File: src/design/ptrk_pkg.sv
`default_nettype none

package ptrk_pkg;

	localparam int unsigned METRIC_W = 32;
	localparam int unsigned STEP_W   = 32;
	localparam int unsigned STALL_W  = 32;
	localparam int unsigned MARGIN_W = 31;
	localparam int unsigned WLEN_W   = 7;

	// config port
	localparam int unsigned CFG_IDX_W  = 2;
	localparam int unsigned CFG_DATA_W = 31;

	localparam logic [CFG_IDX_W-1:0] REG_IMPROVE_MARGIN = 2'd0;
	localparam logic [CFG_IDX_W-1:0] REG_WINDOW_LENGTH  = 2'd1;

	typedef logic signed [METRIC_W-1:0] metric_t;
	typedef logic [STEP_W-1:0]          step_t;
	typedef logic [STALL_W-1:0]         stall_t;

	// best metric before any item: largest positive value
	localparam metric_t BEST_RESET = {1'b0, {(METRIC_W-1){1'b1}}};

endpackage

`default_nettype wire

File: src/design/ptrk_if.sv
`default_nettype none

interface ptrk_in_if;
	logic              valid;
	logic              ready;
	ptrk_pkg::step_t   eval_step;
	ptrk_pkg::metric_t metric_value;

	modport source(output valid, output eval_step, output metric_value, input ready);
	modport sink(input valid, input eval_step, input metric_value, output ready);
endinterface

interface ptrk_out_if;
	logic              valid;
	logic              ready;
	logic              plateau_reached;
	logic              new_best;
	ptrk_pkg::metric_t best_metric;
	ptrk_pkg::step_t   best_at_step;
	ptrk_pkg::stall_t  evals_without_gain;

	modport source(output valid, output plateau_reached, output new_best,
		output best_metric, output best_at_step, output evals_without_gain, input ready);
	modport sink(input valid, input plateau_reached, input new_best,
		input best_metric, input best_at_step, input evals_without_gain, output ready);
endinterface

`default_nettype wire

File: src/design/plateau_and_best_tracker_unit.sv
// Tracks the best (lowest) signed Q16.16 metric, its step and a saturating count of
// evaluations without gain, and flags a plateau when the least-squares slope over the
// last window_length metrics (capped at WINDOW_MAX) is zero or rising. One result beat
// per input beat. An item without a full window of at least two metrics goes from the
// accept through ST_FIN into the output register; otherwise it first passes through
// ST_CALC, where the single shared multiply-accumulate walks the metric memory one entry
// per cycle through its one read port. The input is not ready while an item is being
// worked on; a finished result may wait in the output register while the next beat is
// taken. Writing window_length restarts the window fill.
`default_nettype none

module plateau_and_best_tracker_unit #(
	parameter int unsigned WINDOW_MAX = 64
) (
	input  wire logic                                clk,
	input  wire logic                                arst_n,
	ptrk_in_if.sink                                  eval_in,
	ptrk_out_if.source                               result_out,
	input  wire logic                                cfg_we,
	input  wire logic [ptrk_pkg::CFG_IDX_W-1:0]      cfg_index,
	input  wire logic [ptrk_pkg::CFG_DATA_W-1:0]     cfg_data
);

	localparam int unsigned AW    = (WINDOW_MAX > 1) ? $clog2(WINDOW_MAX) : 1;
	localparam int unsigned CW    = $clog2(WINDOW_MAX + 1);
	localparam int unsigned WW    = AW + 1;
	localparam int unsigned PW    = ptrk_pkg::METRIC_W + WW;
	localparam int unsigned ACC_W = 2 * AW + 33;

	localparam logic [1:0] ST_IDLE = 2'd0;
	localparam logic [1:0] ST_CALC = 2'd1;
	localparam logic [1:0] ST_FIN  = 2'd2;

	logic [1:0]                       state_q;
	logic [ptrk_pkg::MARGIN_W-1:0]    improve_margin_q;
	logic [ptrk_pkg::WLEN_W-1:0]      window_length_q;
	logic [CW-1:0]                    fill_q;
	logic [AW-1:0]                    oldest_q;
	ptrk_pkg::metric_t                best_q;
	ptrk_pkg::step_t                  best_step_q;
	ptrk_pkg::stall_t                 stall_q;
	logic                             gained_q;
	logic                             do_fit_q;
	logic [AW-1:0]                    rd_addr_q;
	logic signed [WW-1:0]             weight_q;
	logic [CW-1:0]                    left_q;
	logic signed [ACC_W-1:0]          acc_q;
	logic                             v_s1;
	logic                             v_s2;
	ptrk_pkg::metric_t                rd_s1;
	logic signed [WW-1:0]             w_s1;
	logic signed [PW-1:0]             prod_s2;

	logic                             out_valid_q;
	logic                             out_plateau_q;
	logic                             out_new_best_q;
	ptrk_pkg::metric_t                out_best_q;
	ptrk_pkg::step_t                  out_step_q;
	ptrk_pkg::stall_t                 out_stall_q;

	ptrk_pkg::metric_t                mem [WINDOW_MAX];

	logic                             in_fire;
	logic                             out_load;
	logic signed [33:0]               metric_x;
	logic signed [33:0]               thresh_x;
	logic                             gained;
	logic [CW-1:0]                    n_w;
	logic [CW-1:0]                    fill_nx;
	logic [AW-1:0]                    oldest_nx;
	logic [CW-1:0]                    oldest_ext;
	logic [AW-1:0]                    start_w;
	logic                             do_fit;
	logic                             calc_done;

	assign eval_in.ready = (state_q == ST_IDLE);
	assign in_fire       = eval_in.valid && eval_in.ready;
	assign out_load      = (state_q == ST_FIN) && (!out_valid_q || result_out.ready);

	always_comb begin
		metric_x = {{2{eval_in.metric_value[31]}}, eval_in.metric_value};
		thresh_x = {{2{best_q[31]}}, best_q} - {3'b000, improve_margin_q};
		gained   = metric_x < thresh_x;

		if (32'(window_length_q) > WINDOW_MAX) begin
			n_w = CW'(WINDOW_MAX);
		end else begin
			n_w = CW'(window_length_q);
		end

		fill_nx    = (fill_q == CW'(WINDOW_MAX)) ? fill_q : fill_q + 1'b1;
		oldest_nx  = (oldest_q == AW'(WINDOW_MAX - 1)) ? '0 : oldest_q + 1'b1;
		oldest_ext = CW'(oldest_nx);
		// oldest of the last n entries, wrapping around the ring
		if (oldest_ext >= n_w) begin
			start_w = AW'(oldest_ext - n_w);
		end else begin
			start_w = AW'(oldest_ext + CW'(WINDOW_MAX) - n_w);
		end
		do_fit    = (n_w >= CW'(2)) && (fill_nx >= n_w);
		calc_done = (left_q == '0) && !v_s1 && !v_s2;
	end

	// metric ring
	always_ff @(posedge clk) begin
		if (in_fire) begin
			mem[oldest_q] <= eval_in.metric_value;
		end
		rd_s1   <= mem[rd_addr_q];
		w_s1    <= weight_q;
		prod_s2 <= PW'(rd_s1) * PW'(w_s1);
	end

	always_ff @(posedge clk or negedge arst_n) begin
		if (!arst_n) begin
			state_q          <= ST_IDLE;
			improve_margin_q <= '0;
			window_length_q  <= '0;
			fill_q           <= '0;
			oldest_q         <= '0;
			best_q           <= ptrk_pkg::BEST_RESET;
			best_step_q      <= '0;
			stall_q          <= '0;
			gained_q         <= 1'b0;
			do_fit_q         <= 1'b0;
			rd_addr_q        <= '0;
			weight_q         <= '0;
			left_q           <= '0;
			acc_q            <= '0;
			v_s1             <= 1'b0;
			v_s2             <= 1'b0;
		end else begin
			if (cfg_we) begin
				case (cfg_index)
					ptrk_pkg::REG_IMPROVE_MARGIN: begin
						improve_margin_q <= cfg_data;
					end
					ptrk_pkg::REG_WINDOW_LENGTH: begin
						window_length_q <= cfg_data[ptrk_pkg::WLEN_W-1:0];
						fill_q          <= '0;
						oldest_q        <= '0;
					end
					default: begin
					end
				endcase
			end

			case (state_q)
				ST_IDLE: begin
					if (in_fire) begin
						gained_q  <= gained;
						do_fit_q  <= do_fit;
						if (gained) begin
							best_q      <= eval_in.metric_value;
							best_step_q <= eval_in.eval_step;
							stall_q     <= '0;
						end else if (stall_q != '1) begin
							stall_q <= stall_q + 1'b1;
						end
						fill_q    <= fill_nx;
						oldest_q  <= oldest_nx;
						rd_addr_q <= start_w;
						weight_q  <= WW'(1) - WW'(n_w);
						left_q    <= do_fit ? n_w : '0;
						acc_q     <= '0;
						state_q   <= do_fit ? ST_CALC : ST_FIN;
					end
				end
				ST_CALC: begin
					v_s1 <= (left_q != '0);
					v_s2 <= v_s1;
					if (left_q != '0) begin
						left_q    <= left_q - 1'b1;
						weight_q  <= weight_q + WW'(2);
						rd_addr_q <= (rd_addr_q == AW'(WINDOW_MAX - 1)) ? '0 : rd_addr_q + 1'b1;
					end
					if (v_s2) begin
						acc_q <= acc_q + ACC_W'(prod_s2);
					end
					if (calc_done) begin
						state_q <= ST_FIN;
					end
				end
				ST_FIN: begin
					if (out_load) begin
						state_q <= ST_IDLE;
					end
				end
				default: begin
					state_q <= ST_IDLE;
				end
			endcase
		end
	end

	// result register
	always_ff @(posedge clk or negedge arst_n) begin
		if (!arst_n) begin
			out_valid_q <= 1'b0;
		end else if (out_load) begin
			out_valid_q <= 1'b1;
		end else if (result_out.ready) begin
			out_valid_q <= 1'b0;
		end
	end

	always_ff @(posedge clk) begin
		if (out_load) begin
			out_plateau_q  <= do_fit_q && !acc_q[ACC_W-1];
			out_new_best_q <= gained_q;
			out_best_q     <= best_q;
			out_step_q     <= best_step_q;
			out_stall_q    <= stall_q;
		end
	end

	assign result_out.valid              = out_valid_q;
	assign result_out.plateau_reached    = out_plateau_q;
	assign result_out.new_best           = out_new_best_q;
	assign result_out.best_metric        = out_best_q;
	assign result_out.best_at_step       = out_step_q;
	assign result_out.evals_without_gain = out_stall_q;

endmodule

`default_nettype wire

File: src/flat_wrapper.sv
// flat-port wrapper written by rule: the top's interface ports become plain ports
module plateau_and_best_tracker_unit_flat 
#(
	parameter int unsigned WINDOW_MAX = 64
)
  (clk, arst_n, cfg_we, cfg_index, cfg_data, eval_in_valid, eval_in_eval_step, eval_in_metric_value, eval_in_ready, result_out_valid, result_out_plateau_reached, result_out_new_best, result_out_best_metric, result_out_best_at_step, result_out_evals_without_gain, result_out_ready);
  ptrk_in_if eval_in_i ();
  ptrk_out_if result_out_i ();
  input  wire logic clk;
  input  wire logic arst_n;
  input  wire logic cfg_we;
  input  wire logic [ptrk_pkg::CFG_IDX_W-1:0] cfg_index;
  input  wire logic [ptrk_pkg::CFG_DATA_W-1:0] cfg_data;
  input wire logic [$bits(eval_in_i.valid)-1:0] eval_in_valid;
  input wire logic [$bits(eval_in_i.eval_step)-1:0] eval_in_eval_step;
  input wire logic [$bits(eval_in_i.metric_value)-1:0] eval_in_metric_value;
  output wire logic [$bits(eval_in_i.ready)-1:0] eval_in_ready;
  output wire logic [$bits(result_out_i.valid)-1:0] result_out_valid;
  output wire logic [$bits(result_out_i.plateau_reached)-1:0] result_out_plateau_reached;
  output wire logic [$bits(result_out_i.new_best)-1:0] result_out_new_best;
  output wire logic [$bits(result_out_i.best_metric)-1:0] result_out_best_metric;
  output wire logic [$bits(result_out_i.best_at_step)-1:0] result_out_best_at_step;
  output wire logic [$bits(result_out_i.evals_without_gain)-1:0] result_out_evals_without_gain;
  input wire logic [$bits(result_out_i.ready)-1:0] result_out_ready;
  assign eval_in_i.valid = eval_in_valid;
  assign eval_in_i.eval_step = eval_in_eval_step;
  assign eval_in_i.metric_value = eval_in_metric_value;
  assign eval_in_ready = eval_in_i.ready;
  assign result_out_valid = result_out_i.valid;
  assign result_out_plateau_reached = result_out_i.plateau_reached;
  assign result_out_new_best = result_out_i.new_best;
  assign result_out_best_metric = result_out_i.best_metric;
  assign result_out_best_at_step = result_out_i.best_at_step;
  assign result_out_evals_without_gain = result_out_i.evals_without_gain;
  assign result_out_i.ready = result_out_ready;
  plateau_and_best_tracker_unit #(.WINDOW_MAX(WINDOW_MAX)) u_core (.clk(clk), .arst_n(arst_n), .eval_in(eval_in_i), .result_out(result_out_i), .cfg_we(cfg_we), .cfg_index(cfg_index), .cfg_data(cfg_data));
endmodule
File: config.mk
export PLATFORM = sky130hd
export DESIGN_NAME = plateau_and_best_tracker_unit_flat
export DESIGN_NICKNAME = d
export VERILOG_FILES = /design/src/design/ptrk_pkg.sv /design/src/design/ptrk_if.sv /design/src/design/plateau_and_best_tracker_unit.sv /design/src/flat_wrapper.sv
export SDC_FILE = /design/constraint.sdc
export NUM_CORES = 2
export LEC_CHECK = 0
export ABC_AREA = 0
export BUFFER_PORTS_ARGS = -buffer_cell sky130_fd_sc_hd__buf_2
export CAP_MARGIN = 20
export CORE_ASPECT_RATIO = 0.9
export CORE_MARGIN = 2
export CORE_UTILIZATION = 55
export DETAILED_ROUTE_END_ITERATION = 16
export PLACE_DENSITY = 0.83
export SKIP_CTS_REPAIR_TIMING = 1
export SYNTH_ARGS = -nofsm -noshare
export SYNTH_HDL_FRONTEND = slang
export SYNTH_SLANG_ARGS = --single-unit
File: constraint.sdc
create_clock -name clk -period 8.55 [get_ports clk]
set_input_delay 1.71 -clock clk [delete_from_list [all_inputs] [get_ports clk]]
set_output_delay 1.71 -clock clk [all_outputs]
set_load 0.03 [all_outputs]
==> flow_results.org <==
** Min path
- The tightest min-delay check is of the reg -> reg type.

** CTS
- The cell sitting at the root of the clock tree is a sky130_fd_sc_hd__clkbuf_16.
- TritonCTS built the clock tree.
- No sink is reached through more buffers than the 3 on the longest clock path.
- CTS buffer count :: 216
- The H-tree generated during clock tree synthesis spans 4 levels.
- For this design, the sink count on the clock tree is 2,443.
- Clock-pin slew was measured on the worst setup and hold paths at 60 ps.
- The later pin in the worst-skew pair is clocked with a latency of 900 ps.

** Timing
- Smallest hold slack :: 390 ps
- Final setup violating endpoints :: 0
- Setup repair after global routing missed its margin :: no
- The hold violation total from the final report came to 0.
- Pin slew with the least headroom to its limit :: 1170 ps
- On the final layout, the worst clock skew is 92.5 ps.
- Dividing the final minimum period by the clock period gives 82.3%.
- Fin Setup TNS :: 0 ps
- Headroom to the max-slew limit :: 22.0%
- The max-slew violation total from the final report was 0.
- Fmax :: 142 MHz
- The clock period could shrink to 7040 ps.

** Setup path
- STA classifies the critical path endpoint as a flip-flop.
- At the worst endpoint, the arrival time is 7770 ps.
- Crit start category :: flip-flop
- Along the worst path, the maximum fanout reaches 59.
- Crit Path Category :: reg -> reg
- Required @ worst endpoint :: 9280 ps

** Cells and area
- Cells with a size suffix above 1 make up 25.4% of the layout.
- Compared with the post-synthesis result, the final layout area differs by 11.6%.
- Measured on the finished design, the core utilization comes to 61.7%.
- NumNets Final :: 6,359
- Number of fill cells in the layout :: 12,183

** Place
- Detailed placement ended at an HPWL of 156,000 um.
- Placer's final routability congestion estimate :: 0.864
- Total of buffers placed on input and output ports :: 201

** Synth
- Yosys warning total :: 0
- By area, the combinational part of the netlist is dominated by multiplexers.
- Multiplexer share of the synthesized area :: 15.4%
- The synthesized netlist devotes 1.21% of its cell area to XOR and XNOR gates.
- Top_reg_cell synth :: sky130_fd_sc_hd__edfxtp_1
- By area the synthesized netlist is led by sky130_fd_sc_hd__edfxtp_1, sky130_fd_sc_hd__mux4_2, sky130_fd_sc_hd__dfrtp_1.
- After synthesis, flip-flops and latches occupy 68.8% of the total area.
- After technology mapping, the gate count stands at 5,556.
- Summing the areas of all compound-gate instances in the mapped netlist gives 3.19% of the synthesized area.
- Yosys mapped a number of flops with a built-in enable equal to 2,146.
- The number of nets handed over by synthesis was 6,031.
- Count of cell types in the netlist :: 85
- Async set-reset flop share out of synthesis :: 8.96%
- Of the total synthesized cell area, the portion taken by full adders, half adders and majority gates is 5.70%.
- The share of synthesized area in the top cell type comes to 62.0%.
- Post-Synthesis Mean Instance Area :: 18.7 um2
- Leading area contributor after synthesis :: sky130_fd_sc_hd__edfxtp_1
- The synthesized design contains 2,443 register bits.
- Netlist area before placement :: 104,000 um2
- Of the total synthesized cell area, the portion taken by AND, OR, NAND and NOR gates is 3.77%.

** Global routing
- The number of antenna violations at the first check in global routing was 29.
- Across every metal layer, demand over resource in global routing totals 30.7%.
- The first global-routing pass estimated 420,000 um of wire.
- After global routing the overflow that remains totals 0.
- Maximum number of pins on one net before global-route repair :: 164
- Via count of the first global-routing pass :: 59,097

** Die
- Core Area :: 188,000 um2
- Die width :: 462 um
- From bottom edge to top edge, the die measures 416 um.
- The initial utilization of the core area, before any placement, comes to 55.3%.
- Top-level I/O count :: 202
- Number of placement rows :: 151
- The floorplan step defined a die boundary enclosing 192,000 um2.

** Routing
- After the first detailed-routing iteration, the DRC count stood at 8,913.
- The pre-antenna-repair detailed-routing pass consisted of 9 iterations.
- For this block, the routed nets add up to 294,000 um of wire.
- Dividing the detail-routed via count by the number of cells gives 6.75.
- Post-DR wirelength/cell :: 34.1 um
- Remaining antenna violation count after routing :: 0
- Across all layers, the routed design uses 58,096 vias.
- For this run, design rule violations remaining after detail routing come to 0.

** Job
- Max-capacitance violation count :: 0

** Status
- Status :: complete, no violations
==> final timing paths <==
| path | slack, ps | to | cells after the start | startpoint |
|---|---|---|---|---|
| max | 1510 | u_core.best_step_q[28] | 24 | u_core.best_q[0] |
| min | 390 | u_core.w_s1[0] | 0 | u_core.weight_q[0] |
| max reg2reg | 1510 | u_core.best_step_q[28] | 24 | u_core.best_q[0] |
| min reg2reg | 390 | u_core.w_s1[0] | 0 | u_core.weight_q[0] |
| max in group asynchronous | 6450 | u_core.rd_addr_q[0] | 2 | arst_n |
| min in group asynchronous | 790 | u_core.acc_q[24] | 1 | arst_n |
==> stage by stage <==
step	cell area, um2	worst slack [ps]	std cells
2_1_floorplan	104000	1810	5556
3_3_place_gp	109000	2290	8183
3_5_place_dp	109000	2180	8183
4_1_cts	116000	1810	8590
5_1_grt	116000	1250	8597
6_report	116000	1510	8605
==> area by class of cell <==
class / instances / area (um2) / area share (%)
inverter: 292 / 1100 / 0.951
sequential: 2443 / 71500 / 61.7
tap: 2524 / 3160 / 2.72
multi-input combinational: 2590 / 30900 / 26.6
clock inverter: 154 / 1380 / 1.19
antenna: 8 / 20.0 / 0.0173
clock buffer: 253 / 5620 / 4.84
timing repair buffer: 341 / 2330 / 2.01
==> worst max-delay path, cell delays in order (launching register included) <==
cell                        delay [ps]
sky130_fd_sc_hd__dfstp_2           370
sky130_fd_sc_hd__inv_1              50
sky130_fd_sc_hd__ha_1              180
sky130_fd_sc_hd__inv_1              70
sky130_fd_sc_hd__fa_1              440
sky130_fd_sc_hd__a21o_1            210
sky130_fd_sc_hd__a21boi_1          230
sky130_fd_sc_hd__o31ai_1           130
sky130_fd_sc_hd__a211oi_1          550
sky130_fd_sc_hd__nor4_1            190
sky130_fd_sc_hd__o21bai_1          300
sky130_fd_sc_hd__a31oi_1           180
sky130_fd_sc_hd__a311o_1           350
sky130_fd_sc_hd__a21oi_1           220
sky130_fd_sc_hd__xor2_1            240
sky130_fd_sc_hd__ha_1              290
sky130_fd_sc_hd__a21o_1            170
sky130_fd_sc_hd__a21oi_1           210
sky130_fd_sc_hd__o2111ai_1         180
sky130_fd_sc_hd__o21a_1            170
sky130_fd_sc_hd__nor3_1            170
sky130_fd_sc_hd__a21oi_1           340
sky130_fd_sc_hd__nor2_4            530
sky130_fd_sc_hd__buf_4             660
sky130_fd_sc_hd__mux2_2            410
==> layer usage <==
metal	share of wire [%]	track usage, %	vias up
met4	5.8	14.6	36
met2	48	49.3	4775
met5	0.081	0	-
li1	-	-	22489
met1	33	38.4	29730
met3	13	9.31	1066
==> kinds of logic after synthesis <==
| kind of cell | Yosys count |
|---|---|
| flip-flops | 2443 |
| AND/OR/NAND/NOR | 807 |
| multiplexers | 751 |
| buffers and inverters | 523 |
| AO/OA/AOI/OAI | 515 |
| adder cells (fa/ha/maj) | 373 |
| XOR/XNOR | 144 |
==> cell usage after synthesis, types with 49 or more instances <==
cell type                  count
sky130_fd_sc_hd__dfrtp_1     188
sky130_fd_sc_hd__edfxtp_1   2146
sky130_fd_sc_hd__a21oi_1     130
sky130_fd_sc_hd__xor2_1       63
sky130_fd_sc_hd__ha_1        206
sky130_fd_sc_hd__dfxtp_1      78
sky130_fd_sc_hd__mux4_2      668
sky130_fd_sc_hd__o21ai_0     140
sky130_fd_sc_hd__buf_2        49
sky130_fd_sc_hd__a21o_1       58
sky130_fd_sc_hd__mux2_2       77
sky130_fd_sc_hd__clkbuf_1    149
sky130_fd_sc_hd__and2_1      156
sky130_fd_sc_hd__inv_1       290
sky130_fd_sc_hd__nand2_1     230
sky130_fd_sc_hd__nor2_1      205
sky130_fd_sc_hd__xnor2_1      81
sky130_fd_sc_hd__fa_1        167
==> flip-flops by register name (all words and copies together), names as in the netlist, 32 cells and up <==
name / count
u_core.mem: 2048
u_core.acc_q: 45
u_core.prod_s2: 39
u_core.best_q: 32
u_core.best_step_q: 32
u_core.rd_s1: 32
u_core.result_out.best_at_step: 32
u_core.result_out.best_metric: 32
u_core.result_out.evals_without_gain: 32
u_core.stall_q: 32
==> cell usage in the layout (no fill, tap or decap), types with 13 or more instances in the layout <==
master,count
sky130_fd_sc_hd__or3_1,16
sky130_fd_sc_hd__nand2_1,230
sky130_fd_sc_hd__clkbuf_16,218
sky130_fd_sc_hd__dfxtp_1,78
sky130_fd_sc_hd__buf_2,200
sky130_fd_sc_hd__xnor2_1,81
sky130_fd_sc_hd__o21ai_1,16
sky130_fd_sc_hd__o21ai_0,140
sky130_fd_sc_hd__a21oi_1,130
sky130_fd_sc_hd__buf_12,13
sky130_fd_sc_hd__nand4_1,22
sky130_fd_sc_hd__a21o_1,58
sky130_fd_sc_hd__edfxtp_1,2146
sky130_fd_sc_hd__nand3_1,44
sky130_fd_sc_hd__a211oi_1,14
sky130_fd_sc_hd__ha_1,206
sky130_fd_sc_hd__fa_1,167
sky130_fd_sc_hd__clkinv_1,58
sky130_fd_sc_hd__clkbuf_1,32
sky130_fd_sc_hd__nand2b_1,24
sky130_fd_sc_hd__nor2_4,62
sky130_fd_sc_hd__inv_1,290
sky130_fd_sc_hd__clkinvlp_4,13
sky130_fd_sc_hd__mux2_2,77
sky130_fd_sc_hd__clkinv_2,47
sky130_fd_sc_hd__buf_4,122
sky130_fd_sc_hd__nor2b_1,23
sky130_fd_sc_hd__a22o_1,19
sky130_fd_sc_hd__dfrtp_1,183
sky130_fd_sc_hd__mux4_2,668
sky130_fd_sc_hd__o21bai_1,21
sky130_fd_sc_hd__nor2_1,143
sky130_fd_sc_hd__and2_1,156
sky130_fd_sc_hd__o21a_1,15
sky130_fd_sc_hd__dfstp_2,31
sky130_fd_sc_hd__and3_1,13
sky130_fd_sc_hd__xor2_1,63
sky130_fd_sc_hd__nor3_1,29
sky130_fd_sc_hd__bufinv_16,14
Power is left out: the tool's default activity adds up to more than one toggle a clock period on the data nets, which glitch-free logic cannot reach.
